===== src/hdl/ngfe_pkg.sv =====
// Shared types and constants for the NMEA GGA fix extractor.
// No dependencies; every other file in hdl/ refers to it by scoped names.

package ngfe_pkg;

    // Sentence kinds, as reported on the result channel
    typedef enum logic [2:0] {
        KIND_OTHER = 3'd0,
        KIND_GGA   = 3'd1,
        KIND_GSA   = 3'd2,
        KIND_GSV   = 3'd3,
        KIND_RMC   = 3'd4,
        KIND_VTG   = 3'd5
    } kind_t;

    // Status of a fix
    typedef enum logic [1:0] {
        FIX_VALID     = 2'd0,
        FIX_PARSE_ERR = 2'd1,
        FIX_NONE      = 2'd2
    } fix_status_t;

    // One decoded fix; positions in 1/600000 degree, two's complement
    typedef struct packed {
        fix_status_t        status;
        logic [6:0]         hour;
        logic [6:0]         minute;
        logic [6:0]         second;
        logic [19:0]        tih;
        logic signed [26:0] lat;
        logic signed [30:0] lon;
    } fix_t;

    localparam fix_t FIX_EMPTY = '{status: FIX_NONE, default: '0};

    // Per-character control from the framing logic (already qualified by the transfer)
    typedef struct packed {
        logic       start;   // sixth character completed a $GPGGA prefix
        logic       parse;   // GGA body character to decode
        logic       star;    // end of sentence
        kind_t      kind;    // sentence kind, valid with star
        logic [6:0] length;  // characters stored including '*', valid with star
    } frame_ctl_t;

    // Characters of interest
    localparam logic [7:0] CHAR_STAR  = 8'h2A;
    localparam logic [7:0] CHAR_COMMA = 8'h2C;
    localparam logic [7:0] CHAR_POINT = 8'h2E;
    localparam logic [7:0] CHAR_ZERO  = 8'h30;
    localparam logic [7:0] CHAR_NINE  = 8'h39;
    localparam logic [7:0] CHAR_SOUTH = 8'h53;
    localparam logic [7:0] CHAR_WEST  = 8'h57;

    // Sentence prefixes, one per kind from GGA upward
    localparam int PREFIX_LEN = 6;
    localparam int KIND_NUM   = 5;
    localparam logic [47:0] KIND_TEXT [KIND_NUM] = '{
        "$GPGGA", "$GPGSA", "$GPGSV", "$GPRMC", "$GPVTG"
    };

    // Character at a position of a six-character prefix (first character in the MSBs)
    function automatic logic [7:0] kind_char(input logic [47:0] text, input logic [2:0] pos);
        logic [7:0] ch;
        case (pos)
            3'd0:    ch = text[47:40];
            3'd1:    ch = text[39:32];
            3'd2:    ch = text[31:24];
            3'd3:    ch = text[23:16];
            3'd4:    ch = text[15:8];
            3'd5:    ch = text[7:0];
            default: ch = 8'h00;
        endcase
        return ch;
    endfunction

endpackage


===== src/hdl/ngfe_frame.sv =====
// Sentence framing: character count, prefix matching, kind and length at '*'.
// Depends on ngfe_pkg.

module ngfe_frame #(
    parameter int MAX_SENTENCE_LEN = 80
) (
    input  logic                  clk,
    input  logic                  rst_n,
    input  logic                  fire,
    input  logic [7:0]            rx_char,
    output ngfe_pkg::frame_ctl_t  ctl
);

    localparam int CNT_W = $clog2(MAX_SENTENCE_LEN);
    localparam logic [CNT_W-1:0] LAST_POS   = CNT_W'(MAX_SENTENCE_LEN - 1);
    localparam logic [CNT_W-1:0] PREFIX_END = CNT_W'(ngfe_pkg::PREFIX_LEN);
    localparam logic [CNT_W-1:0] START_POS  = CNT_W'(ngfe_pkg::PREFIX_LEN - 1);
    localparam logic [7:0]       LEN_SAT    = 8'd127;

    logic [CNT_W-1:0]              count_reg, count_next;
    logic [ngfe_pkg::KIND_NUM-1:0] prefix_reg, prefix_next;
    logic [ngfe_pkg::KIND_NUM-1:0] cand;
    logic                          is_star;
    logic                          take;
    logic [7:0]                    len_wide;
    ngfe_pkg::kind_t               kind;

    // Prefix candidates after this character
    always_comb
    begin
        cand = prefix_reg;
        if (count_reg < PREFIX_END)
        begin
            for (int k = 0; k < ngfe_pkg::KIND_NUM; k++)
            begin
                if (ngfe_pkg::kind_char(ngfe_pkg::KIND_TEXT[k], count_reg[2:0]) != rx_char)
                begin
                    cand[k] = 1'b0;
                end
            end
        end
    end

    // Kind decode at end of sentence, lowest candidate wins
    always_comb
    begin
        kind = ngfe_pkg::KIND_OTHER;
        if (count_reg >= PREFIX_END)
        begin
            for (int k = ngfe_pkg::KIND_NUM - 1; k >= 0; k--)
            begin
                if (prefix_reg[k])
                begin
                    kind = ngfe_pkg::kind_t'(3'(k + 1));
                end
            end
        end
    end

    // Characters past the length bound are dropped, '*' always taken
    assign is_star  = (rx_char == ngfe_pkg::CHAR_STAR);
    assign take     = fire && !is_star && (count_reg < LAST_POS);
    assign len_wide = 8'(count_reg) + 8'd1;

    always_comb
    begin
        count_next  = count_reg;
        prefix_next = prefix_reg;
        if (fire && is_star)
        begin
            count_next  = '0;
            prefix_next = '1;
        end
        else if (take)
        begin
            count_next  = count_reg + CNT_W'(1);
            prefix_next = cand;
        end
    end

    always_ff @(posedge clk or negedge rst_n)
    begin
        if (!rst_n)
        begin
            count_reg  <= '0;
            prefix_reg <= '1;
        end
        else
        begin
            count_reg  <= count_next;
            prefix_reg <= prefix_next;
        end
    end

    // Control toward the field decoder and result stage
    always_comb
    begin
        ctl.start  = take && cand[0] && (count_reg == START_POS);
        ctl.parse  = take && cand[0] && (count_reg > START_POS);
        ctl.star   = fire && is_star;
        ctl.kind   = kind;
        ctl.length = (len_wide > LEN_SAT) ? 7'(LEN_SAT) : len_wide[6:0];
    end

endmodule


===== src/hdl/ngfe_gga_parse.sv =====
// GGA field decoder: time, latitude and longitude digits into the pending fix.
// Depends on ngfe_pkg.

module ngfe_gga_parse (
    input  logic                  clk,
    input  logic                  rst_n,
    input  ngfe_pkg::frame_ctl_t  ctl,
    input  logic [7:0]            rx_char,
    output ngfe_pkg::fix_t        pending
);

    localparam logic [3:0] FIELD_TIME     = 4'd1;
    localparam logic [3:0] FIELD_LAT      = 4'd2;
    localparam logic [3:0] FIELD_LAT_HEMI = 4'd3;
    localparam logic [3:0] FIELD_LON      = 4'd4;
    localparam logic [3:0] FIELD_LON_HEMI = 4'd5;
    localparam logic [3:0] FIELD_MIN_OK   = 4'd11;
    localparam logic [3:0] FIELD_SAT      = 4'd15;
    localparam logic [3:0] POS_MIN        = 4'd2;
    localparam logic [3:0] POS_SEC        = 4'd4;
    localparam logic [3:0] POS_POINT      = 4'd6;
    localparam logic [3:0] POS_HUND_END   = 4'd9;
    localparam logic [3:0] FRAC_DIGITS    = 4'd4;
    localparam int         INT_DIGITS     = 5;

    logic [3:0]     field_reg, field_next;
    logic [3:0]     dpos_reg, dpos_next;
    logic           point_reg, point_next;
    logic [3:0]     int_dig_reg [INT_DIGITS];
    logic [3:0]     int_dig_next [INT_DIGITS];
    logic [3:0]     frac_dig_reg [4];
    logic [3:0]     frac_dig_next [4];
    logic [1:0]     flags_reg, flags_next;
    logic [6:0]     hund_reg, hund_next;
    ngfe_pkg::fix_t pend_reg, pend_next;

    logic           is_digit;
    logic [3:0]     dig;
    logic           pos_field;
    logic [3:0]     top_dig;
    logic [29:0]    field_value;
    logic [19:0]    tih_value;

    assign is_digit  = (rx_char >= ngfe_pkg::CHAR_ZERO) && (rx_char <= ngfe_pkg::CHAR_NINE);
    assign dig       = is_digit ? 4'(rx_char - ngfe_pkg::CHAR_ZERO) : 4'd0;
    assign pos_field = (field_reg == FIELD_LAT) || (field_reg == FIELD_LON);

    // Latitude keeps four integer digits, longitude five
    assign top_dig = (field_reg == FIELD_LAT) ? 4'd0 : int_dig_reg[4];

    // Degrees*600000 + minutes*10000 + minute fraction in 1/10000
    assign field_value = 30'(top_dig)         * 30'd60000000
                       + 30'(int_dig_reg[3])  * 30'd6000000
                       + 30'(int_dig_reg[2])  * 30'd600000
                       + 30'(int_dig_reg[1])  * 30'd100000
                       + 30'(int_dig_reg[0])  * 30'd10000
                       + 30'(frac_dig_reg[0]) * 30'd1000
                       + 30'(frac_dig_reg[1]) * 30'd100
                       + 30'(frac_dig_reg[2]) * 30'd10
                       + 30'(frac_dig_reg[3]);

    assign tih_value = 20'(pend_reg.minute) * 20'd6000
                     + 20'(pend_reg.second) * 20'd100
                     + 20'(hund_reg);

    // Per-character decode
    always_comb
    begin
        field_next    = field_reg;
        dpos_next     = dpos_reg;
        point_next    = point_reg;
        int_dig_next  = int_dig_reg;
        frac_dig_next = frac_dig_reg;
        flags_next    = flags_reg;
        hund_next     = hund_reg;
        pend_next     = pend_reg;

        if (ctl.start)
        begin
            // new GGA: clear all work state, fix reads as parse error until finished
            field_next    = '0;
            dpos_next     = '0;
            point_next    = 1'b0;
            int_dig_next  = '{default: '0};
            frac_dig_next = '{default: '0};
            flags_next    = '0;
            hund_next     = '0;
            pend_next     = '{status: ngfe_pkg::FIX_PARSE_ERR, default: '0};
        end
        else if (ctl.star)
        begin
            field_next = '0;
            dpos_next  = '0;
            point_next = 1'b0;
            if (ctl.kind == ngfe_pkg::KIND_GGA)
            begin
                if ((field_reg >= FIELD_MIN_OK) && (flags_reg == 2'b11))
                begin
                    pend_next.status = ngfe_pkg::FIX_VALID;
                    pend_next.tih    = tih_value;
                end
                else
                begin
                    pend_next = '{status: ngfe_pkg::FIX_PARSE_ERR, default: '0};
                end
            end
        end
        else if (ctl.parse)
        begin
            if (rx_char == ngfe_pkg::CHAR_COMMA)
            begin
                // close a position field that had a decimal point
                if (pos_field && point_reg)
                begin
                    if (field_reg == FIELD_LAT)
                    begin
                        pend_next.lat = 27'(field_value);
                        flags_next[0] = 1'b1;
                    end
                    else
                    begin
                        pend_next.lon = 31'(field_value);
                        flags_next[1] = 1'b1;
                    end
                end
                if (field_reg < FIELD_SAT)
                begin
                    field_next = field_reg + 4'd1;
                end
                dpos_next     = '0;
                point_next    = 1'b0;
                int_dig_next  = '{default: '0};
                frac_dig_next = '{default: '0};
            end
            else if (pos_field)
            begin
                if (!point_reg && (rx_char == ngfe_pkg::CHAR_POINT))
                begin
                    point_next = 1'b1;
                    dpos_next  = '0;
                end
                else if (!point_reg)
                begin
                    // shift in one integer digit, oldest drops out
                    for (int k = INT_DIGITS - 1; k > 0; k--)
                    begin
                        int_dig_next[k] = int_dig_reg[k-1];
                    end
                    int_dig_next[0] = dig;
                end
                else if (dpos_reg < FRAC_DIGITS)
                begin
                    frac_dig_next[dpos_reg[1:0]] = dig;
                    dpos_next = dpos_reg + 4'd1;
                end
            end
            else
            begin
                if (field_reg == FIELD_TIME)
                begin
                    if (dpos_reg < POS_MIN)
                    begin
                        pend_next.hour = 7'(pend_reg.hour * 7'd10 + 7'(dig));
                    end
                    else if (dpos_reg < POS_SEC)
                    begin
                        pend_next.minute = 7'(pend_reg.minute * 7'd10 + 7'(dig));
                    end
                    else if (dpos_reg < POS_POINT)
                    begin
                        pend_next.second = 7'(pend_reg.second * 7'd10 + 7'(dig));
                    end
                    else if (dpos_reg == POS_POINT)
                    begin
                        point_next = (rx_char == ngfe_pkg::CHAR_POINT);
                    end
                    else if ((dpos_reg < POS_HUND_END) && point_reg)
                    begin
                        hund_next = 7'(hund_reg * 7'd10 + 7'(dig));
                    end
                end
                else if ((field_reg == FIELD_LAT_HEMI) && (dpos_reg == 4'd0)
                         && (rx_char == ngfe_pkg::CHAR_SOUTH))
                begin
                    pend_next.lat = -pend_reg.lat;
                end
                else if ((field_reg == FIELD_LON_HEMI) && (dpos_reg == 4'd0)
                         && (rx_char == ngfe_pkg::CHAR_WEST))
                begin
                    pend_next.lon = -pend_reg.lon;
                end
                if (dpos_reg < FIELD_SAT)
                begin
                    dpos_next = dpos_reg + 4'd1;
                end
            end
        end
    end

    always_ff @(posedge clk or negedge rst_n)
    begin
        if (!rst_n)
        begin
            field_reg    <= '0;
            dpos_reg     <= '0;
            point_reg    <= 1'b0;
            int_dig_reg  <= '{default: '0};
            frac_dig_reg <= '{default: '0};
            flags_reg    <= '0;
            hund_reg     <= '0;
            pend_reg     <= ngfe_pkg::FIX_EMPTY;
        end
        else
        begin
            field_reg    <= field_next;
            dpos_reg     <= dpos_next;
            point_reg    <= point_next;
            int_dig_reg  <= int_dig_next;
            frac_dig_reg <= frac_dig_next;
            flags_reg    <= flags_next;
            hund_reg     <= hund_next;
            pend_reg     <= pend_next;
        end
    end

    assign pending = pend_reg;

endmodule


===== src/hdl/ngfe_result.sv =====
// Committed fix register and the result output register with its stream handshake.
// Depends on ngfe_pkg.

module ngfe_result (
    input  logic                  clk,
    input  logic                  rst_n,
    input  ngfe_pkg::frame_ctl_t  ctl,
    input  ngfe_pkg::fix_t        pending,
    output logic                  out_free,
    output logic                  m_axis_tvalid,
    input  logic                  m_axis_tready,
    output logic [111:0]          m_axis_tdata,  // committed, fix_status, hour, minute, second,
                                                 // time_in_hour_centis, latitude, longitude,
                                                 // sentence_length, zero fill
    output logic [2:0]            m_axis_tuser   // sentence_kind
);

    ngfe_pkg::fix_t  committed_reg, committed_next;
    logic            out_valid_reg, out_valid_next;
    ngfe_pkg::kind_t out_kind_reg;
    logic            out_commit_reg;
    ngfe_pkg::fix_t  out_fix_reg;
    logic [6:0]      out_len_reg;
    logic            is_vtg;

    assign is_vtg   = (ctl.kind == ngfe_pkg::KIND_VTG);
    assign out_free = !out_valid_reg || m_axis_tready;

    // A VTG end commits the pending fix
    assign committed_next = (ctl.star && is_vtg) ? pending : committed_reg;

    always_comb
    begin
        out_valid_next = out_valid_reg;
        if (ctl.star)
        begin
            out_valid_next = 1'b1;
        end
        else if (m_axis_tready)
        begin
            out_valid_next = 1'b0;
        end
    end

    always_ff @(posedge clk or negedge rst_n)
    begin
        if (!rst_n)
        begin
            committed_reg <= ngfe_pkg::FIX_EMPTY;
            out_valid_reg <= 1'b0;
        end
        else
        begin
            committed_reg <= committed_next;
            out_valid_reg <= out_valid_next;
        end
    end

    // Result payload, loaded at each end of sentence
    always_ff @(posedge clk)
    begin
        if (ctl.star)
        begin
            out_kind_reg   <= ctl.kind;
            out_commit_reg <= is_vtg;
            out_fix_reg    <= committed_next;
            out_len_reg    <= ctl.length;
        end
    end

    assign m_axis_tvalid = out_valid_reg;
    assign m_axis_tuser  = out_kind_reg;
    assign m_axis_tdata  = {3'b000, out_len_reg,
                            out_fix_reg.lon, out_fix_reg.lat, out_fix_reg.tih,
                            out_fix_reg.second, out_fix_reg.minute, out_fix_reg.hour,
                            out_fix_reg.status, out_commit_reg};

endmodule


===== src/hdl/nmea_gga_fix_extractor.sv =====
// Top level of the NMEA GGA fix extractor: input register, framing, GGA decoder, result stage.
// Depends on ngfe_pkg, ngfe_frame, ngfe_gga_parse and ngfe_result.
//
// Usage: received ASCII characters enter on the s_axis stream, one per transfer.
// A sentence runs up to and including '*'; its first six characters select the
// kind. GGA sentences are decoded on the fly into a pending fix (UTC time,
// latitude and longitude in 1/600000 degree); the end of a VTG sentence
// commits the pending fix. Each '*' produces exactly one result transfer on
// m_axis with the kind in tuser and the committed fix and length in tdata;
// all other characters produce none. Characters beyond MAX_SENTENCE_LEN-1 in
// one sentence are dropped.
// Throughput: one character per cycle, except while a '*' waits for the output
// register. A '*' is first held in the input register; processing it loads the
// result register, and m_axis_tvalid is high from then on.
// Stalls: the input register keeps accepting while a result waits; only a '*'
// that meets an occupied output register waits, which holds s_axis_tready low.
// Reset clears the sentence state and both fixes to "no GGA yet" at once; the
// block accepts characters as soon as reset is released.

module nmea_gga_fix_extractor #(
    parameter int MAX_SENTENCE_LEN = 80
) (
    input  logic          clk,
    input  logic          rst_n,
    input  logic          s_axis_tvalid,
    output logic          s_axis_tready,
    input  logic [7:0]    s_axis_tdata,   // rx_char
    output logic          m_axis_tvalid,
    input  logic          m_axis_tready,
    output logic [111:0]  m_axis_tdata,   // committed, fix_status, hour, minute, second,
                                          // time_in_hour_centis, latitude, longitude,
                                          // sentence_length, zero fill
    output logic [2:0]    m_axis_tuser    // sentence_kind
);

    logic                 in_valid_reg, in_valid_next;
    logic [7:0]           in_char_reg;
    logic                 in_fire;
    logic                 proc_fire;
    logic                 is_star;
    logic                 out_free;
    ngfe_pkg::frame_ctl_t ctl;
    ngfe_pkg::fix_t       pending;

    // Input register; it moves on unless a '*' finds the output occupied
    assign is_star       = (in_char_reg == ngfe_pkg::CHAR_STAR);
    assign proc_fire     = in_valid_reg && (!is_star || out_free);
    assign s_axis_tready = !in_valid_reg || proc_fire;
    assign in_fire       = s_axis_tvalid && s_axis_tready;

    always_comb
    begin
        in_valid_next = in_valid_reg;
        if (in_fire)
        begin
            in_valid_next = 1'b1;
        end
        else if (proc_fire)
        begin
            in_valid_next = 1'b0;
        end
    end

    always_ff @(posedge clk or negedge rst_n)
    begin
        if (!rst_n)
        begin
            in_valid_reg <= 1'b0;
        end
        else
        begin
            in_valid_reg <= in_valid_next;
        end
    end

    always_ff @(posedge clk)
    begin
        if (in_fire)
        begin
            in_char_reg <= s_axis_tdata;
        end
    end

    ngfe_frame #(
        .MAX_SENTENCE_LEN (MAX_SENTENCE_LEN)
    ) u_frame (
        .clk     (clk),
        .rst_n   (rst_n),
        .fire    (proc_fire),
        .rx_char (in_char_reg),
        .ctl     (ctl)
    );

    ngfe_gga_parse u_gga_parse (
        .clk     (clk),
        .rst_n   (rst_n),
        .ctl     (ctl),
        .rx_char (in_char_reg),
        .pending (pending)
    );

    ngfe_result u_result (
        .clk           (clk),
        .rst_n         (rst_n),
        .ctl           (ctl),
        .pending       (pending),
        .out_free      (out_free),
        .m_axis_tvalid (m_axis_tvalid),
        .m_axis_tready (m_axis_tready),
        .m_axis_tdata  (m_axis_tdata),
        .m_axis_tuser  (m_axis_tuser)
    );

    // A new result follows only from a processed '*'
    a_result_from_star: assert property (
        @(posedge clk) disable iff (!rst_n)
        $rose(m_axis_tvalid) |-> $past(proc_fire && is_star)
    ) else $error("result appeared without an end of sentence");

    // The commit flag only ever goes with a VTG sentence
    a_commit_is_vtg: assert property (
        @(posedge clk) disable iff (!rst_n)
        (m_axis_tvalid && m_axis_tdata[0]) |-> (m_axis_tuser == ngfe_pkg::KIND_VTG)
    ) else $error("commit flag on a sentence that is not VTG");

    // A fix that is not valid carries zero values
    a_invalid_fix_zero: assert property (
        @(posedge clk) disable iff (!rst_n)
        (m_axis_tvalid && (m_axis_tdata[2:1] != ngfe_pkg::FIX_VALID))
            |-> (m_axis_tdata[101:3] == '0)
    ) else $error("invalid fix with nonzero values");

    // Input back-pressure only while a '*' waits for the output register
    a_stall_only_on_star: assert property (
        @(posedge clk) disable iff (!rst_n)
        !s_axis_tready |-> (in_valid_reg && is_star && m_axis_tvalid && !m_axis_tready)
    ) else $error("input stalled without a pending end of sentence");

endmodule

===== config.mk =====
export PLATFORM = sky130hd
export DESIGN_NAME = nmea_gga_fix_extractor
export DESIGN_NICKNAME = d
export VERILOG_FILES = /design/src/hdl/ngfe_pkg.sv /design/src/hdl/ngfe_frame.sv /design/src/hdl/ngfe_gga_parse.sv /design/src/hdl/ngfe_result.sv /design/src/hdl/nmea_gga_fix_extractor.sv
export SDC_FILE = /design/constraint.sdc
export NUM_CORES = 1
export LEC_CHECK = 0
export ABC_AREA = 1
export BUFFER_PORTS_ARGS = -buffer_cell sky130_fd_sc_hd__clkbuf_2
export CAP_MARGIN = 15
export CORE_ASPECT_RATIO = 0.6
export CORE_MARGIN = 2
export CORE_UTILIZATION = 23
export DETAILED_ROUTE_END_ITERATION = 16
export PLACE_DENSITY = 0.44
export RECOVER_POWER = 25
export REMOVE_ABC_BUFFERS = 1
export SLEW_MARGIN = 20
export SYNTH_ARGS = -nofsm -noshare
export SYNTH_HDL_FRONTEND = slang
export SYNTH_HIERARCHICAL = 1
export SYNTH_SLANG_ARGS = --single-unit
export TNS_END_PERCENT = 10

===== constraint.sdc =====
create_clock -name clk -period 11.9 [get_ports clk]
set_clock_uncertainty 0.05 [all_clocks]
set_input_delay 2.38 -clock clk [delete_from_list [all_inputs] [get_ports clk]]
set_output_delay 2.38 -clock clk [all_outputs]
set_load 0.005 [all_outputs]

==> flow_summary.toml <==
[placed_design]
gp_congestion = 0.9017
dp_hpwl_um = 71630
place_inst = 5159
io_buffers = 125
place_ws_ps = 4070

[finish]
area_growth_pct = 12.88
final_cell_mix = "nand2_1, inv_1, ha_1"
final_nets = 3958
fillers = 13780
final_common_cell = "nand2_1"
drive_gt1_share_pct = 8.147
layoutNonFillerInstCount = 5235
utilization_pct = 26.08

[outcome]
violations = "max-capacitance violations, max-slew violations"
status = "finished with violations"

[grt]
grt_pass1_vias = 22580
antenna_found_initial = 4
grt_overflow = 0
grt_max_degree = 71
grt_util_all_layers_pct = 14.12
grt_pass1_wl_um = 142300

[routing]
firstDrtPassIters = 6
drtAntennaViolNets = 0
drc = 0
via_per_inst = 4.446
wl_per_cell_um = 17.41
via_count = 23280
drtIter0Drc = 1976
routed_wirelength_um = 91130

[run]
maxCapViolCount = 3

[setup_path]
r2r_cells = 30
cp.arrival_ps = 8450
path_max_fanout = 7
cp-start-kind = "flip-flop"
crit_type = "flip-flop to flip-flop"
crit_top_cell = "nand2_1"
endpoint_kind = "flip-flop"
slowest_delay_ps = 640
crit_path_top_delay_cell = "nor2_1"
cp.required_ps = 12330

[logic_synthesis]
ys_seq_area_share_pct = 35.62
synthCells = 3391
synth_cell_types = 68
avgSynthCellArea_um2 = 8.583
synth_flop_cell = "dfrtp_1"
synth_enable_flop_cells = 120
synth-seq-cells = 390
synth_warnings = 6
syn_area_um2 = 29110
async_flop_share_pct = 69.23

[clock_tree]
clkTransAtPathRegs_ps = 70
cts_tree = "built"
worst_skew_pair.late_latency_ps = 600
cts_htree_levels = 2
cts_sinks = 390
postCtsHoldBufs = 0
cts.root.buffer_cell = "clkbuf_16"
cts_buffer_depth = 3
cts_made_buffers = 41
post_cts_resize_count = 0
cts_setup_buffers = 0

[timing]
fmax_ghz = 0.1247
layout_min_cycle_time_ps = 8021
maxSlewHeadroom_pct = -169.4
hold_viol_final = 0
finalCritPeriodShare_pct = 67.41
timing.setup.tns_ps = 0
rsz0062_at_grt = "no"
setup_slack_ps = 3879
slew_violations = 165
setup_viol = 0
worstMarginPinSlew_ps = 4041

[worst_hold_path]
hold_path_depth = 2
hp-class = "flip-flop to flip-flop"

[floorplanning]
start_util_pct = 23.10
io_pins = 129
die_w_um = 463.3
die_h_um = 279.6
dieArea_um2 = 129500
rows = 101
core_um2 = 126000

[power_and_ir_drop]
power_density_nw_per_um2 = 94.19
p_leak_nw = 15.92
vdd_drop_max_mv = 0.08805
p_total_mw = 3.095
critical path, delay by kind of cell, from the launching register on:
family	cells	cell delay [ps]
AO/OA/AOI/OAI	2	930
XOR/XNOR	1	310
adder cells (fa/ha/maj)	9	3440
buffers and inverters	3	310
flip-flops	1	400
AND/OR/NAND/NOR	15	2450
path summary, 6_finish.rpt:
check	from	end	slack [ps]
worst min register to register	u_gga_parse/pending[100]$_DFFE_PN1P_	u_gga_parse/pending[100]$_DFFE_PN1P_	400
worst max register to register	u_gga_parse/field_reg[0]$_DFFE_PN0P_	u_gga_parse/pending[23]$_DFFE_PN0P_	3880
min in group asynchronous	rst_n	u_result/committed_reg[91]$_DFF_PN0_	3170
max in group asynchronous	rst_n	u_frame/count_reg[3]$_DFFE_PN0P_	4090
worst max-delay path	u_gga_parse/field_reg[0]$_DFFE_PN0P_	u_gga_parse/pending[23]$_DFFE_PN0P_	3880
worst min-delay path	u_gga_parse/pending[100]$_DFFE_PN1P_	u_gga_parse/pending[100]$_DFFE_PN1P_	400
per-layer routing:
metal	vias to the layer above	wire length, um	track usage, %
met1	11190	49950	23.03
met5	-	0	0
met2	601	34150	18.67
li1	11410	-	-
met3	69	6064	3.149
met4	0	965	1.802
report_power, final:
| group | total [mW] | internal [mW] | switching, mW |
|---|---|---|---|
| registers | 1.42 | 1.39 | 0.0294 |
| clock network | 1.37 | 0.774 | 0.596 |
| logic | 0.302 | 0.0951 | 0.206 |
layout make-up:
cell class | count | area [um^2] | area share, %
clock buffers | 50 | 1070 | 3.256
clock inverters | 25 | 287.8 | 0.8760
diodes | 1 | 2.502 | 0.007617
well taps | 1699 | 2126 | 6.471
inverters | 465 | 1772 | 5.393
multi-input cells | 2461 | 16490 | 50.20
flip-flops and latches | 390 | 10370 | 31.56
repair buffers | 144 | 735.7 | 2.239
cells in the mapped netlist, drive strengths merged, types with 2 or more instances:
cell | count | share of area, %
a31o | 2 | 0.060
nand3 | 300 | 5.4
a31oi | 15 | 0.32
o21bai | 13 | 0.35
nand3b | 3 | 0.077
xor2 | 86 | 2.6
nor4 | 3 | 0.064
a21o | 12 | 0.31
o211ai | 10 | 0.31
nor2 | 231 | 3.3
dfstp | 7 | 0.63
o31ai | 14 | 0.36
a211oi | 5 | 0.13
fa | 124 | 8.5
o21a | 3 | 0.077
nand2 | 767 | 10
a32o | 2 | 0.069
a21oi | 162 | 2.8
clkinv | 3 | 0.043
or2 | 14 | 0.30
o21ai | 220 | 3.8
inv | 462 | 6.0
clkbuf | 14 | 0.19
xnor2 | 42 | 1.3
nand4 | 46 | 1.0
edfxtp | 120 | 12
ha | 319 | 14
o22ai | 7 | 0.15
and2 | 2 | 0.043
buf | 63 | 1.5
nor3 | 41 | 0.87
a22o | 4 | 0.12
a21boi | 4 | 0.10
dfrtp | 263 | 23
logic make-up (layout without fill, tap and decap cells):
kind of cell | after synthesis | count (layout) | synth area share [%]
simple gates | 1409 | 1409 | 21.34
buf+inv | 542 | 684 | 7.742
compound gates | 478 | 478 | 9.182
fa+ha+maj | 443 | 443 | 22.24
flops | 390 | 390 | 35.62
xor+xnor | 128 | 128 | 3.852
other cells | 1 | 4 | 0.01288
stage by stage:
step,hold slack [ps],area (um^2)
after floorplan,374.0,28620
after global placement,394.1,31550
after detailed placement,395.4,31550
after CTS,406.3,32900
after global routing,415.0,32850
final,400.4,32850
Note: power is estimated with default switching activity, not from simulation.
